## src/hdl/pfbsd_pkg.sv

```systemverilog
// Shared types and constants for the segment deframer.
// No dependencies; used by every module of the block.
package pfbsd_pkg;

    localparam logic [7:0] SEG_MARK      = 8'h80;
    localparam logic [7:0] KIND_ASCII    = 8'd1;
    localparam logic [7:0] KIND_BINARY   = 8'd2;
    localparam logic [2:0] HDR_POS_MARK  = 3'd0;
    localparam logic [2:0] HDR_POS_KIND  = 3'd1;
    localparam logic [2:0] HDR_POS_LEN0  = 3'd2;
    localparam logic [2:0] HDR_POS_LEN1  = 3'd3;
    localparam logic [2:0] HDR_POS_LEN2  = 3'd4;
    localparam logic [2:0] HDR_POS_LEN3  = 3'd5;
    localparam int         OUT_TDATA_W   = 48;

    typedef enum logic [2:0] {
        PH_FIRST,
        PH_PLAIN,
        PH_HEADER,
        PH_PAYLOAD,
        PH_STOPPED
    } phase_t;

    typedef enum logic [1:0] {
        ST_PLAIN,
        ST_OK,
        ST_DROP_TAIL,
        ST_USE_RAW
    } status_t;

    typedef struct packed {
        logic [7:0] data_byte;
        logic       is_final;
    } in_beat_t;

    typedef struct packed {
        logic [7:0]  out_byte;
        logic        keep;
        logic        final_mark;
        status_t     file_status;
        logic [31:0] tail_to_drop;
    } result_t;

endpackage

```

## src/hdl/pfbsd_in_stage.sv

```systemverilog
// Input register of the segment deframer: captures one byte beat per cycle while the held beat moves on.
// Depends on pfbsd_pkg.
module pfbsd_in_stage
    import pfbsd_pkg::*;
(
    input  logic     clk,
    input  logic     rst_n,
    input  logic     s_tvalid,
    output logic     s_tready,
    input  logic     [7:0] s_tdata,   // [7:0] data_byte
    input  logic     s_tlast,
    input  logic     advance,
    output logic     beat_valid,
    output in_beat_t beat
);

    logic     valid_reg;
    logic     valid_next;
    in_beat_t beat_reg;

    // Free when empty or when the held beat moves on this cycle
    assign s_tready   = !valid_reg || advance;
    assign valid_next = s_tready ? s_tvalid : valid_reg;

    always_ff @(posedge clk or negedge rst_n)
    begin
        if (!rst_n)
        begin
            valid_reg <= 1'b0;
        end
        else
        begin
            valid_reg <= valid_next;
        end
    end

    always_ff @(posedge clk)
    begin
        if (s_tready && s_tvalid)
        begin
            beat_reg.data_byte <= s_tdata;
            beat_reg.is_final  <= s_tlast;
        end
    end

    assign beat_valid = valid_reg;
    assign beat       = beat_reg;

endmodule

```

## src/hdl/pfbsd_parser.sv

```systemverilog
// Segment header parser: holds the file state and works out keep and status.
// Depends on pfbsd_pkg.
module pfbsd_parser
    import pfbsd_pkg::*;
(
    input  logic     clk,
    input  logic     rst_n,
    input  logic     step,
    input  in_beat_t beat,
    output result_t  result
);

    phase_t      phase_reg,   phase_next;
    logic [2:0]  pos_reg,     pos_next;
    logic [7:0]  kind_reg,    kind_next;
    logic [31:0] len_reg,     len_next;
    logic [31:0] left_reg,    left_next;
    logic        keepseg_reg, keepseg_next;
    logic        seen_reg,    seen_next;
    logic [31:0] tail_reg,    tail_next;

    phase_t      phase_eff;
    logic [31:0] len_full;
    logic [31:0] lane;
    logic        b_is_mark;

    assign b_is_mark = (beat.data_byte == SEG_MARK);

    // Resolve the first byte of a file into plain or segmented
    always_comb
    begin
        phase_eff = phase_reg;
        if (phase_reg == PH_FIRST)
        begin
            phase_eff = (b_is_mark && !beat.is_final) ? PH_HEADER : PH_PLAIN;
        end
    end

    always_comb
    begin
        case (pos_reg)
            HDR_POS_LEN0: lane = {24'd0, beat.data_byte};
            HDR_POS_LEN1: lane = {16'd0, beat.data_byte, 8'd0};
            HDR_POS_LEN2: lane = {8'd0, beat.data_byte, 16'd0};
            HDR_POS_LEN3: lane = {beat.data_byte, 24'd0};
            default:      lane = 32'd0;
        endcase
    end

    assign len_full = len_reg | lane;

    // Next state, before the end-of-file clear
    always_comb
    begin
        phase_next   = phase_eff;
        pos_next     = pos_reg;
        kind_next    = kind_reg;
        len_next     = len_reg;
        left_next    = left_reg;
        keepseg_next = keepseg_reg;
        seen_next    = seen_reg;
        tail_next    = tail_reg;
        case (phase_eff)
            PH_HEADER:
            begin
                if (pos_reg == HDR_POS_MARK && !b_is_mark)
                begin
                    phase_next = PH_STOPPED;
                end
                else
                begin
                    if (pos_reg == HDR_POS_MARK)
                    begin
                        len_next = 32'd0;
                    end
                    else if (pos_reg == HDR_POS_KIND)
                    begin
                        kind_next = beat.data_byte;
                    end
                    else
                    begin
                        len_next = len_full;
                    end
                    pos_next = pos_reg + 3'd1;
                    if (pos_reg == HDR_POS_LEN3)
                    begin
                        pos_next     = HDR_POS_MARK;
                        left_next    = len_full;
                        keepseg_next = (kind_reg == KIND_ASCII) || (kind_reg == KIND_BINARY);
                        tail_next    = 32'd0;
                        phase_next   = (len_full == 32'd0) ? PH_HEADER : PH_PAYLOAD;
                    end
                end
            end
            PH_PAYLOAD:
            begin
                if (keepseg_reg)
                begin
                    tail_next = tail_reg + 32'd1;
                end
                left_next = left_reg - 32'd1;
                if (left_reg == 32'd1)
                begin
                    seen_next  = seen_reg | keepseg_reg;
                    tail_next  = 32'd0;
                    phase_next = PH_HEADER;
                    pos_next   = HDR_POS_MARK;
                end
            end
            default:
            begin
                phase_next = phase_eff;
            end
        endcase
    end

    // Result for this beat
    always_comb
    begin
        result.out_byte     = beat.data_byte;
        result.final_mark   = beat.is_final;
        result.file_status  = ST_PLAIN;
        result.tail_to_drop = 32'd0;
        case (phase_eff)
            PH_PLAIN:   result.keep = 1'b1;
            PH_PAYLOAD: result.keep = keepseg_reg;
            default:    result.keep = 1'b0;
        endcase
        if (beat.is_final)
        begin
            if (phase_next == PH_PLAIN)
            begin
                result.file_status = ST_PLAIN;
            end
            else if (!seen_next)
            begin
                result.file_status = ST_USE_RAW;
            end
            else if (phase_next == PH_PAYLOAD && tail_next != 32'd0)
            begin
                result.file_status  = ST_DROP_TAIL;
                result.tail_to_drop = tail_next;
            end
            else
            begin
                result.file_status = ST_OK;
            end
        end
    end

    always_ff @(posedge clk or negedge rst_n)
    begin
        if (!rst_n)
        begin
            phase_reg   <= PH_FIRST;
            pos_reg     <= HDR_POS_MARK;
            kind_reg    <= 8'd0;
            len_reg     <= 32'd0;
            left_reg    <= 32'd0;
            keepseg_reg <= 1'b0;
            seen_reg    <= 1'b0;
            tail_reg    <= 32'd0;
        end
        else if (step)
        begin
            if (beat.is_final)
            begin
                // Start afresh with the next file
                phase_reg   <= PH_FIRST;
                pos_reg     <= HDR_POS_MARK;
                kind_reg    <= 8'd0;
                len_reg     <= 32'd0;
                left_reg    <= 32'd0;
                keepseg_reg <= 1'b0;
                seen_reg    <= 1'b0;
                tail_reg    <= 32'd0;
            end
            else
            begin
                phase_reg   <= phase_next;
                pos_reg     <= pos_next;
                kind_reg    <= kind_next;
                len_reg     <= len_next;
                left_reg    <= left_next;
                keepseg_reg <= keepseg_next;
                seen_reg    <= seen_next;
                tail_reg    <= tail_next;
            end
        end
    end

endmodule

```

## src/hdl/pfbsd_out_stage.sv

```systemverilog
// Result register of the segment deframer, driving the master-side stream.
// Depends on pfbsd_pkg.
module pfbsd_out_stage
    import pfbsd_pkg::*;
(
    input  logic                   clk,
    input  logic                   rst_n,
    input  logic                   res_valid,
    input  result_t                res,
    output logic                   advance,
    output logic                   m_tvalid,
    input  logic                   m_tready,
    output logic [OUT_TDATA_W-1:0] m_tdata,
    output logic                   m_tuser,
    output logic                   m_tlast
);

    logic    valid_reg;
    logic    valid_next;
    result_t res_reg;

    // Take a new result when empty or when the held one is taken now
    assign advance    = !valid_reg || m_tready;
    assign valid_next = advance ? res_valid : valid_reg;

    always_ff @(posedge clk or negedge rst_n)
    begin
        if (!rst_n)
        begin
            valid_reg <= 1'b0;
        end
        else
        begin
            valid_reg <= valid_next;
        end
    end

    always_ff @(posedge clk)
    begin
        if (advance && res_valid)
        begin
            res_reg <= res;
        end
    end

    assign m_tvalid = valid_reg;
    assign m_tdata  = {6'd0, res_reg.tail_to_drop, res_reg.file_status, res_reg.out_byte};
    assign m_tuser  = res_reg.keep;
    assign m_tlast  = res_reg.final_mark;

endmodule

```

## src/hdl/pfb_segment_deframer_unit.sv

```systemverilog
// Segment deframer for segmented font files. One byte beat in per clock, one result
// beat out per clock; the result for a byte passes the input register, then the result
// register, before it is presented on the master side. Full rate holds as long as the
// sink takes beats. The header parser decides keep and file status for a byte in a
// single pass, so throughput is one byte per clock.
// Status and tail count are valid on the beat flagged by m_tlast.
module pfb_segment_deframer_unit
    import pfbsd_pkg::*;
(
    input  logic                   clk,
    input  logic                   rst_n,
    input  logic                   s_tvalid,
    output logic                   s_tready,
    input  logic [7:0]             s_tdata,   // [7:0] data_byte
    input  logic                   s_tlast,   // is_final
    output logic                   m_tvalid,
    input  logic                   m_tready,
    output logic [OUT_TDATA_W-1:0] m_tdata,   // [7:0] out_byte, [9:8] file_status,
                                              // [41:10] tail_to_drop, [47:42] zero
    output logic                   m_tuser,   // keep
    output logic                   m_tlast    // final_mark
);

    logic     advance;
    logic     beat_valid;
    in_beat_t beat;
    result_t  res;

    pfbsd_in_stage u_in (
        .clk        (clk),
        .rst_n      (rst_n),
        .s_tvalid   (s_tvalid),
        .s_tready   (s_tready),
        .s_tdata    (s_tdata),
        .s_tlast    (s_tlast),
        .advance    (advance),
        .beat_valid (beat_valid),
        .beat       (beat)
    );

    pfbsd_parser u_parser (
        .clk    (clk),
        .rst_n  (rst_n),
        .step   (beat_valid && advance),
        .beat   (beat),
        .result (res)
    );

    pfbsd_out_stage u_out (
        .clk       (clk),
        .rst_n     (rst_n),
        .res_valid (beat_valid),
        .res       (res),
        .advance   (advance),
        .m_tvalid  (m_tvalid),
        .m_tready  (m_tready),
        .m_tdata   (m_tdata),
        .m_tuser   (m_tuser),
        .m_tlast   (m_tlast)
    );

endmodule

```

## config.mk

```make
export PLATFORM = sky130hd
export DESIGN_NAME = pfb_segment_deframer_unit
export DESIGN_NICKNAME = d
export VERILOG_FILES = /design/src/hdl/pfbsd_pkg.sv /design/src/hdl/pfbsd_in_stage.sv /design/src/hdl/pfbsd_parser.sv /design/src/hdl/pfbsd_out_stage.sv /design/src/hdl/pfb_segment_deframer_unit.sv
export SDC_FILE = /design/constraint.sdc
export NUM_CORES = 1
export LEC_CHECK = 0
export ABC_AREA = 1
export BUFFER_PORTS_ARGS = -buffer_cell sky130_fd_sc_hd__buf_2
export CAP_MARGIN = 5
export CORE_AREA = 5 5 156 158
export CTS_CLUSTER_DIAMETER = 200
export DETAILED_ROUTE_END_ITERATION = 8
export DIE_AREA = 0 0 161 163
export MAX_ROUTING_LAYER = met4
export PLACE_DENSITY = 0.7
export SYNTH_ARGS = -nofsm -noshare
export SYNTH_HDL_FRONTEND = slang
export SYNTH_HIERARCHICAL = 1
export SYNTH_SLANG_ARGS = --single-unit
```

## constraint.sdc

```tcl
create_clock -name clk -period 4.2 [get_ports clk]
set_input_delay 0.63 -clock clk [delete_from_list [all_inputs] [get_ports clk]]
set_output_delay 0.63 -clock clk [all_outputs]
set_load 0.02 [all_outputs]
```

==> flow_summary.json <==
{
  "outcome": "complete, no violations",
  "slowest_delay_ps": 640,
  "final.period_utilization_pct": 79.7,
  "start_util_pct": 41.9,
  "clk_pin_slew_ps": 80,
  "critPathRequiredTime_ps": 4380,
  "clock_path_buffers": 2,
  "die_w_um": 161,
  "die_y_um": 163,
  "multiInputGateArea_mm2": 0.00425,
  "layout-drive-gt1-share_pct": 14.4,
  "cp.arrival_ps": 3530,
  "vias_per_cell": 5.50,
  "ctsHoldBuffers": 0,
  "cts-buffers-inserted": 17,
  "drt_first_pass_iters": 5,
  "rsz0062_at_grt": "false",
  "largest_reg_flops": 42,
  "synthMuxAreaShare_pct": 0.104,
  "core_area_mm2": 0.0230,
  "hp-class": "input pin to async pin",
  "yosys_warnings": 6,
  "met1_usage_pct": 27.4,
  "synthSimpleGateAreaFrac_pct": 27.9,
  "critPathKind": "flip-flop to flip-flop",
  "synth_top_area_share_pct": 29.6,
  "syn_inst": 1244,
  "pwr-share-clk_pct": 31.4,
  "io_pins": 65,
  "r2r_start": "u_in/beat[0]$_DFFE_PP_",
  "layout_commonest_cell": "nand2_1",
  "root_buffer": "clkbuf_16",
  "ys_seq_elements": 167,
  "num_antenna_cells": 0,
  "synth_xor_area_share_pct": 0.909,
  "synth.distinct_cells": 50,
  "setup_ws_ps": 852,
  "setup_violations": 0,
  "sequentialPowerShare_pct": 40.3,
  "utilization_pct": 46.7,
  "seq_area_frac_synth_pct": 46.1,
  "hold_viol_final": 0,
  "grt_start_max_net_pins": 72,
  "leakage_nw": 4.54,
  "regArea_mm2": 0.00444,
  "endpoint_kind": "flip-flop",
  "p_sw_share_pct": 38.5,
  "worst_pin_slew_ps": 1180,
  "ant_nets": 0,
  "overflow": 0,
  "worst_path_most_repeated_cell": "nand2_1",
  "dp_cells": 1558,
  "worstPathCellList": "inv_4 -> nand2_1 -> nor2_2 -> nand3_2 -> nand2_2 -> nand2_2 -> nor2_2 -> buf_4 -> nand2_1 -> a21oi_2 -> nand2_1 -> nor2_1 -> nand2_1 -> nor2_1 -> nand2_2 -> nand3_4 -> nor2_1",
  "track_usage_pct": 21.1,
  "final_area_mm2": 0.0107,
  "cts_resized": 0,
  "peakVddDrop_v": 0.000270,
  "cts_sinks": 167,
  "place.gp.congestion": 0.925,
  "crit_slowest_cell": "edfxtp_1",
  "placed_area_mm2": 0.0101,
  "synth-main-ff-cell": "dfrtp_1",
  "r2r_end": "u_out/m_tdata[11]$_DFFE_PP_",
  "cp-start-kind": "flip-flop",
  "switchingPower_mw": 1.94,
  "post_cts_buffers": 0,
  "fin_hold_ws_ps": 319,
  "max_cap_viol_count": 0,
  "async_flop_share_pct": 68.3,
  "power_mw": 5.04,
  "grt_pass1_wl_um": 43200,
  "htreeDepth": 4,
  "rows": 56,
  "netlist_area_mm2": 0.00964,
  "drt-initial-drc-count": 864,
  "die_area_mm2": 0.0262,
  "nets": 1304,
  "antenna_found_initial": 0,
  "power.density_mw_per_mm2": 470,
  "relSlewSlack_pct": 21.3,
  "final_cells": 1590,
  "synth.area.top_cells": "dfrtp_1 (30%), edfxtp_1 (17%), nand2_1 (9.0%)",
  "synth_top_family_by_area": "simple AND/OR/NAND/NOR gates",
  "pwr-share-comb_pct": 28.3,
  "fin_skew_ps": 15.2,
  "post-route-drc-count": 0,
  "wire_per_inst_um": 16.8,
  "fillers": 2260,
  "r2r_cells": 17,
  "synth_compound_area_share_pct": 14.2,
  "final_cell_mix": "nand2_1 (231), inv_1 (160), nor2_1 (136), o21ai_0 (118), dfrtp_1 (114)",
  "p_int_mw": 3.10,
  "dp_worst_setup_slack_ps": 848,
  "synth_edf_count": 53,
  "area_delta_synth_final_pct": 11.5,
  "port_buffers": 58,
  "synthAdderAreaFrac_pct": 0.519,
  "dp_hpwl_um": 18900,
  "vias": 8750,
  "grtUsageMet2_pct": 32.3,
  "final-max-slew-violation-count": 0,
  "fmax_mhz": 299,
  "r2r_setup_slack_ps": 850,
  "setup_tns_ps": 0,
  "gr-usage-met3_pct": 3.77,
  "syn_area_per_cell_um2": 7.75,
  "wirelength_um": 26700,
  "final.min_clock_period_ps": 3350,
  "grt_pass1_vias": 8351,
  "critPathMaxFanout": 25,
  "tritoncts": "built",
  "yosysTopAreaCell": "dfrtp_1",
  "top_usage_layer": "met2",
  "clkLatencyLatePin_ps": 450
}
==> critical path: cells and delay by family (launching register included) <==
family          cells  cell delay (ps)
compound gates      1              170
simple gates       14             1640
buf+inv             2              630
flops               1              640
==> layout make-up <==
type	instances	area share, %
Clock buffer	17	3.96
Clock inverter	15	1.65
Inverter	165	5.79
Multi-Input combinational cell	856	39.6
Sequential cell	167	41.4
Tap cell	290	3.38
Timing Repair Buffer	80	4.26
==> kinds of logic (layout without fill, tap and decap cells) <==
kind of cell    after synthesis  count (layout)
other cells                   1               6
simple gates                595             595
buf+inv                     226             277
fa+ha+maj                     4               4
xor+xnor                     10              10
flops                       167             167
compound gates              240             240
mux                           1               1
==> synthesized netlist by cell type, types with 2 or more instances <==
cell,number
clkbuf_1,28
nand3_1,110
o2111ai_1,2
a22o_1,3
nand3_2,3
nand2_2,6
nand2_1,231
a22oi_1,2
buf_8,2
o31ai_1,4
a21oi_1,34
buf_2,6
or2_2,12
nand4_1,20
nor3_2,2
buf_4,18
buf_1,2
o21ai_1,7
edfxtp_1,53
o22ai_1,43
o21a_1,3
nor2_1,136
inv_1,160
nor2_2,32
xor2_1,9
nor3_1,20
ha_1,4
nor4_1,16
inv_2,3
a31oi_1,2
a21oi_2,8
o211ai_1,10
nand2_4,2
o21ai_0,118
dfrtp_1,114
buf_6,5
==> power by group through the flow <==
stage | sequential (mW) | combinational (mW) | clock, mW
5_1_grt | 2.06 | 1.58 | 1.69
4_1_cts | 2.03 | 1.41 | 1.61
2_1_floorplan | 2.05 | 0.994 | 0
3_5_place_dp | 2.06 | 1.40 | 0
3_3_place_gp | 2.06 | 1.38 | 0
6_report | 2.04 | 1.43 | 1.58
==> routing by layer <==
layer / part of all wire [%] / vias to the layer above
met3: 6.3 / 70
li1: - / 4221
met2: 46 / 368
met1: 44 / 4091
met4: 4.0 / 0
met5: 0 / -
==> how the worst max path moves through the flow <==
stage / startpoint / to / slack, ps / cells past startpoint
floorplan: m_tready / u_out/m_tdata[0]$_DFFE_PP_ / 930 / 2
global placement: u_in/beat[0]$_DFFE_PP_ / u_out/m_tdata[11]$_DFFE_PP_ / 930 / 17
detailed placement: u_in/beat[0]$_DFFE_PP_ / u_out/m_tdata[11]$_DFFE_PP_ / 850 / 17
CTS: u_in/beat[0]$_DFFE_PP_ / u_out/m_tdata[11]$_DFFE_PP_ / 850 / 17
global route: u_in/beat[0]$_DFFE_PP_ / u_out/m_tdata[11]$_DFFE_PP_ / 490 / 17
finish: u_in/beat[0]$_DFFE_PP_ / u_out/m_tdata[11]$_DFFE_PP_ / 850 / 17
Power figures use the tool's default switching activity.
